===== config.mk =====
export PLATFORM = sky130hd
export DESIGN_NAME = lbpu_res_fifo
export DESIGN_NICKNAME = d
export VERILOG_FILES = /design/src/rtl/lbpu_pkg.sv /design/src/rtl/lbpu_res_fifo.sv
export SDC_FILE = /design/constraint.sdc
export NUM_CORES = 1
export LEC_CHECK = 0
export BUFFER_PORTS_ARGS = -buffer_cell sky130_fd_sc_hd__buf_2
export CAP_MARGIN = 15
export CORE_MARGIN = 3
export CORE_UTILIZATION = 59
export DETAILED_ROUTE_END_ITERATION = 8
export PLACE_DENSITY = 0.79
export SYNTH_ARGS = -nofsm -noshare
export SYNTH_HDL_FRONTEND = slang
export SYNTH_SLANG_ARGS = --single-unit

===== constraint.sdc =====
create_clock -name clk_i -period 7.4 [get_ports clk_i]
set_input_delay 0.74 -clock clk_i [delete_from_list [all_inputs] [get_ports clk_i]]
set_output_delay 0.74 -clock clk_i [all_outputs]
set_load 0.02 [all_outputs]

===== src/rtl/lbpu_pkg.sv =====
package lbpu_pkg;

  localparam int MAX_WIDTH_DEF  = 1024;
  localparam int MAX_HEIGHT_DEF = 4096;

  localparam int PIX_W  = 8;
  localparam int BIN_W  = 6;
  localparam int FW_W   = 11;
  localparam int FH_W   = 13;
  localparam logic [BIN_W-1:0] BIN_MAX = 6'd58;

  localparam logic [FW_W-1:0] FW_RESET = 11'd1024;
  localparam logic [FH_W-1:0] FH_RESET = 13'd1024;

  // config port
  localparam int CFG_IDX_W  = 2;
  localparam int CFG_DATA_W = 13;

  typedef enum logic [CFG_IDX_W-1:0] {
    REG_FRAME_WIDTH  = 2'd0,
    REG_FRAME_HEIGHT = 2'd1
  } cfg_reg_e;

  // result queue
  localparam int RES_PER_ITEM = 4;
  localparam int RES_DEPTH    = 16;
  localparam int RES_PTR_W    = $clog2(RES_DEPTH);
  localparam int RES_CNT_W    = RES_PTR_W + 1;

  // window[row][col], row 0 = upper, col 0 = two columns back
  typedef logic [2:0][2:0][PIX_W-1:0] win_t;

  typedef struct packed {
    logic [PIX_W-1:0] code;
    logic             last;
    logic             fend;
  } res_t;

  typedef struct packed {
    logic [2:0]                   cnt;
    res_t [RES_PER_ITEM-1:0]      ent;
  } push_t;

  typedef logic [255:0][BIN_W-1:0] bin_lut_t;

  // at most two circular bit changes
  function automatic logic uniform_f(input logic [PIX_W-1:0] v);
    logic [PIX_W-1:0] d;
    int               n;
    d = v ^ {v[0], v[PIX_W-1:1]};
    n = $countones(d);
    return n <= 2;
  endfunction

  function automatic bin_lut_t build_bin_lut();
    bin_lut_t         lut;
    logic [BIN_W-1:0] rank;
    logic [PIX_W-1:0] v;
    lut  = '0;
    rank = '0;
    for (int i = 0; i < 256; i++) begin
      v = PIX_W'(i);
      if (uniform_f(v)) begin
        rank   = rank + 6'd1;
        lut[i] = rank;
      end
    end
    return lut;
  endfunction

  localparam bin_lut_t BIN_LUT = build_bin_lut();

  // neighbors clockwise from top-left, bit k set when neighbor >= center
  function automatic logic [PIX_W-1:0] lbp_f(input win_t w, input int rt, input int rm,
                                              input int rb, input int cl, input int cm,
                                              input int cr);
    logic [PIX_W-1:0] ctr;
    logic [PIX_W-1:0] code;
    ctr     = w[rm][cm];
    code[0] = w[rt][cl] >= ctr;
    code[1] = w[rt][cm] >= ctr;
    code[2] = w[rt][cr] >= ctr;
    code[3] = w[rm][cr] >= ctr;
    code[4] = w[rb][cr] >= ctr;
    code[5] = w[rb][cm] >= ctr;
    code[6] = w[rb][cl] >= ctr;
    code[7] = w[rm][cl] >= ctr;
    return code;
  endfunction

endpackage


===== src/rtl/lbpu_res_fifo.sv =====
module lbpu_res_fifo (
  input  logic                       clk_i,
  input  logic                       rst_ni,
  input  lbpu_pkg::push_t            push_i,
  input  logic                       pop_i,
  output lbpu_pkg::res_t             head_o,
  output logic [lbpu_pkg::RES_CNT_W-1:0] count_o
);

  import lbpu_pkg::*;

  res_t                 buf_q [RES_DEPTH];
  logic [RES_PTR_W-1:0] wr_ptr_q, wr_ptr_d;
  logic [RES_PTR_W-1:0] rd_ptr_q, rd_ptr_d;
  logic [RES_CNT_W-1:0] count_q, count_d;

  // up to four writes a cycle, one read
  always_ff @(posedge clk_i) begin
    for (int k = 0; k < RES_PER_ITEM; k++) begin
      if (3'(k) < push_i.cnt) begin
        buf_q[wr_ptr_q + RES_PTR_W'(k)] <= push_i.ent[k];
      end
    end
  end

  always_comb begin
    wr_ptr_d = wr_ptr_q + RES_PTR_W'(push_i.cnt);
    rd_ptr_d = rd_ptr_q + RES_PTR_W'(pop_i);
    count_d  = count_q + RES_CNT_W'(push_i.cnt) - RES_CNT_W'(pop_i);
  end

  always_ff @(posedge clk_i or negedge rst_ni) begin
    if (!rst_ni) begin
      wr_ptr_q <= '0;
      rd_ptr_q <= '0;
      count_q  <= '0;
    end else begin
      wr_ptr_q <= wr_ptr_d;
      rd_ptr_q <= rd_ptr_d;
      count_q  <= count_d;
    end
  end

  assign head_o  = buf_q[rd_ptr_q];
  assign count_o = count_q;

endmodule


# After elaboration in Yosys (flattened, before gate mapping)
# Memory sizes are Yosys's and may differ from the RTL's.
# Index checks and enable logic that the tools add are counted.
# W data, S select, Z words.
# word_totals
n_memories,1
register_bits,13
elab_cells,23
ramBits,160
input_bits,46
output_inout_bits,15
# mem_list
memory,depth,width,read_ports,rd_clocked_by_memory_dff,wr,line_no,rtl
buf_q,16,10,1,0,4,lbpu_res_fifo.sv:12,res_t buf_q [RES_DEPTH];
# op_classes
mux,8
magnitude_cmp,4
add_sub_neg,7
# ops
cell,n
$add A4 B2 Y4 const B,2
$mux W1,8
$lt A1 B3 Y1 const A,2
$lt A2 B3 Y1 const A,2
$add A5 B3 Y5,1
$sub A5 B1 Y5,1
$add A4 B1 Y4,1
$add A4 B1 Y4 const B,1
$add A4 B3 Y4,1

# Logic depth before layout (Yosys ltp)
# logic_depth
depth_word,3
mapped_depth,11
ltp_nobuf,10

# Worst setup path after synthesis
# OpenSTA, ideal clock, no wires.
# synth_path
path_type,register -> register
start,register wr_ptr_q[1]
end,memory buf_q[14][0] in the netlist's numbering (enable)
path_buffers,4
arrival_time_ns,2.362
slack_ns,4.746
setup_ns,0.292
required_time_ns,7.108
stages_incl_launch_ff,11
cell_sequence,dfrtp_1 > buf_2 > buf_4 > inv_1 > ha_1 > buf_2 > clkinv_1 > nand4_1 > clkbuf_1 > nand2_1 > a211o_1
# synth_lines
item,line_no,rtl
from (decl),lbpu_res_fifo.sv:13,"logic [RES_PTR_W-1:0] wr_ptr_q, wr_ptr_d;"
from (signal assigned),lbpu_res_fifo.sv:38,wr_ptr_q <= wr_ptr_d;
to (decl),lbpu_res_fifo.sv:12,

==> flow_summary.json <==
{
  "cp_data_arrival_time_ns": 4.04,
  "htree_levels": 4,
  "finalPower_mw": 6.540,
  "place_area_um2": 12780,
  "drv_slew": 0,
  "preCtsSetupSlack_ns": 3.487,
  "clk_latency_ns": 0.44,
  "dieHeight_um": 152.9,
  "ys_ff_latch": 173,
  "slew_headroom": 0.1834,
  "cts_buffers": 17,
  "drt_iter0_drc": 2323,
  "via_per_inst": 7.648,
  "tightest_slew_ns": 1.225,
  "postSynthAreaPerCell_um2": 10.15,
  "max_freq_mhz": 252.4,
  "finalSetupViolCount": 0,
  "drt.antenna.violating_nets": 0,
  "clk_pin_slew_ns": 0.07,
  "dieArea_um2": 23370,
  "port_buffers": 60,
  "critical_path_class": "reg -> reg",
  "yosysSeqAreaShare": 0.4031,
  "synth_top_cell_by_area": "edfxtp_1",
  "wl_per_cell_um": 30.62,
  "worst_slack_ns": 3.438,
  "grt_pass1_wl_um": 67010,
  "wl_met2_um": 19210,
  "multi_input_area_um2": 6840,
  "final.period_utilization": 0.5354,
  "tns_ns": 0,
  "cts_tree": "built",
  "final_cell_area_um2": 13400,
  "syn2layout_area_growth_pct": 5.329,
  "async_reset_ff_frac": 0.07514,
  "hold_buffers": 0,
  "route.layer.met1.wl_um": 15810,
  "cts_buffer_depth": 2,
  "synth.area.top_cells": "edfxtp_1 (38%), mux4_2 (8.8%), mux2i_1 (6.4%)",
  "synthDistinctLibCells": 57,
  "ctsResizeCount": 0,
  "hold_viol": 0,
  "fin_crit_ns": 3.962,
  "worst_ep_required_time_ns": 7.47,
  "rr_worst_depth": 5,
  "cts_root_buf": "clkbuf_16",
  "endpoint_kind": "register",
  "fin_skew_ns": 0.007636,
  "crit_start": "wr_ptr_q[2]",
  "crit_fanout": 38,
  "initial_core_util": 0.6035,
  "regArea_um2": 5132,
  "p_leak_nw": 5.067,
  "cap_viol_max_count": 0,
  "drc": 0,
  "worstSetupStartpointType": "register",
  "peakVddDrop_mv": 0.4046,
  "stdcell_count": 1476,
  "ys_warn_count": 0,
  "pwr_density_cell_nw_per_um2": 487.9,
  "topRoutingLayerUsed": "met5",
  "nets": 1250,
  "grt_usage": 0.3821,
  "grt_overflow_total": 0,
  "r2r_slack_ns": 3.44,
  "synth_cells": 1254,
  "rows": 53,
  "postCtsSetupBuffers": 0,
  "vias": 11290,
  "wirelength_um": 45200,
  "n_fill_cell": 1661,
  "timing.rr.end": "buf_q[11][0]",
  "core_area_um2": 21090,
  "num_io_pins": 61,
  "antenna_found_initial": 3,
  "synth-edff-count": 160,
  "syn_nets": 1316,
  "die_x_um": 152.9,
  "first_pass_iters": 7,
  "worstReg2RegStart": "wr_ptr_q[2]",
  "ys.flop_type": "edfxtp_1",
  "syn_area_um2": 12730,
  "grt_max_degree": 43,
  "placed_cells": 1439,
  "yosys.area.top_type_share": 0.3775,
  "numClockSinks": 173,
  "rsz0062_at_grt": "false",
  "layout_commonest_cell": "edfxtp_1",
  "grt_pass1_vias": 10420,
  "mostFrequentLayoutCells": "edfxtp_1 (160), o21ai_0 (116), nand2_1 (109)",
  "hold_class": "in -> async",
  "status": "finished, final reports clean",
  "dp_hpwl_um": 28980,
  "routed-wl-met3_um": 7502,
  "gp_congestion": 1.040,
  "layout-drive-gt1-share": 0.1867
}
-- final cells by class --
type | count | share of cell area
Antenna cell | 1 | 0.0001867
Clock buffer | 17 | 0.03174
Tap cell | 275 | 0.02567
Sequential cell | 173 | 0.3829
Inverter | 20 | 0.005601
Timing Repair Buffer | 77 | 0.03286
Clock inverter | 14 | 0.01073
Multi-Input combinational cell | 899 | 0.5103
-- sequential cells by signal, summed over array words and instances, names as in the netlist --
| signal | count |
|---|---|
| buf_q | 160 |
| count_o | 5 |
| rd_ptr_q | 4 |
| wr_ptr_q | 4 |
-- worst max-delay path: stages (launching register included) --
cell and delay (ns):
dfrtp_1 1.00, ha_1 0.48, xor2_2 0.15, buf_4 0.40, nand4_1 0.75, nand3_1 0.79
-- synthesized netlist by cell type (3+ instances only) --
| library cell | instances |
|---|---|
| a31oi_1 | 7 |
| and3_1 | 3 |
| nand2b_1 | 4 |
| o22ai_1 | 66 |
| nand3_1 | 26 |
| nand4b_1 | 3 |
| and2_1 | 10 |
| o31ai_1 | 20 |
| buf_4 | 15 |
| xor2_1 | 5 |
| buf_6 | 5 |
| a221oi_1 | 18 |
| dfrtp_1 | 13 |
| nor3_1 | 13 |
| nor2_1 | 56 |
| a211oi_1 | 37 |
| nor3_2 | 4 |
| or3_1 | 3 |
| nor4_4 | 3 |
| a21oi_1 | 56 |
| edfxtp_1 | 160 |
| mux4_2 | 50 |
| xnor2_1 | 7 |
| o22a_1 | 9 |
| o21ai_0 | 116 |
| inv_1 | 18 |
| nand4_1 | 18 |
| buf_2 | 36 |
| o21ai_1 | 13 |
| buf_1 | 17 |
| mux2_2 | 39 |
| nand2_1 | 109 |
| ha_1 | 14 |
| nor2_2 | 5 |
| a221o_1 | 9 |
| mux2i_1 | 82 |
| a21o_1 | 71 |
| clkbuf_1 | 89 |
-- cells by family after synthesis --
| logic type | after synthesis | share of synthesized area |
|---|---|---|
| multiplexers | 172 | 0.1884 |
| adder cells (fa/ha/maj) | 16 | 0.01691 |
| AO/OA/AOI/OAI | 430 | 0.2152 |
| AND/OR/NAND/NOR | 268 | 0.1023 |
| flip-flops | 173 | 0.4031 |
| XOR/XNOR | 13 | 0.009537 |
| buffers and inverters | 182 | 0.06459 |
-- how the worst max path moves through the flow --
stage | end | slack, ns | depth (start not counted)
2_1_floorplan | buf_q[14][0] | 4.75 | 10
3_3_place_gp | buf_q[12][2] | 3.70 | 6
3_5_place_dp | buf_q[11][4] | 3.49 | 5
4_1_cts | buf_q[11][0] | 3.48 | 5
5_1_grt | buf_q[11][0] | 3.20 | 5
6_report | buf_q[11][0] | 3.44 | 5
-- power breakdown --
part	leakage, nW	switching, mW	total [mW]	internal (mW)
registers	1.63	0.365	2.21	1.84
logic	3.17	2.11	3.43	1.32
clock network	0.261	0.410	0.904	0.495
total	5.07	2.88	6.54	3.66
-- per-layer routing --
metal  vias to the layer above  track usage
met5                         -            0
met4                         4       0.1723
met3                       218       0.1469
met2                      1090       0.5587
met1                      5280       0.5090
li1                       4696            -
-- through the flow --
stage            util  hold WS (ns)
2_1_floorplan       -        0.4444
3_3_place_gp   0.6061        0.4816
3_5_place_dp   0.6061        0.4872
4_1_cts        0.6331        0.1818
5_1_grt        0.6356        0.1910
6_report       0.6356        0.1838
Power figures use the tool's default switching activity.
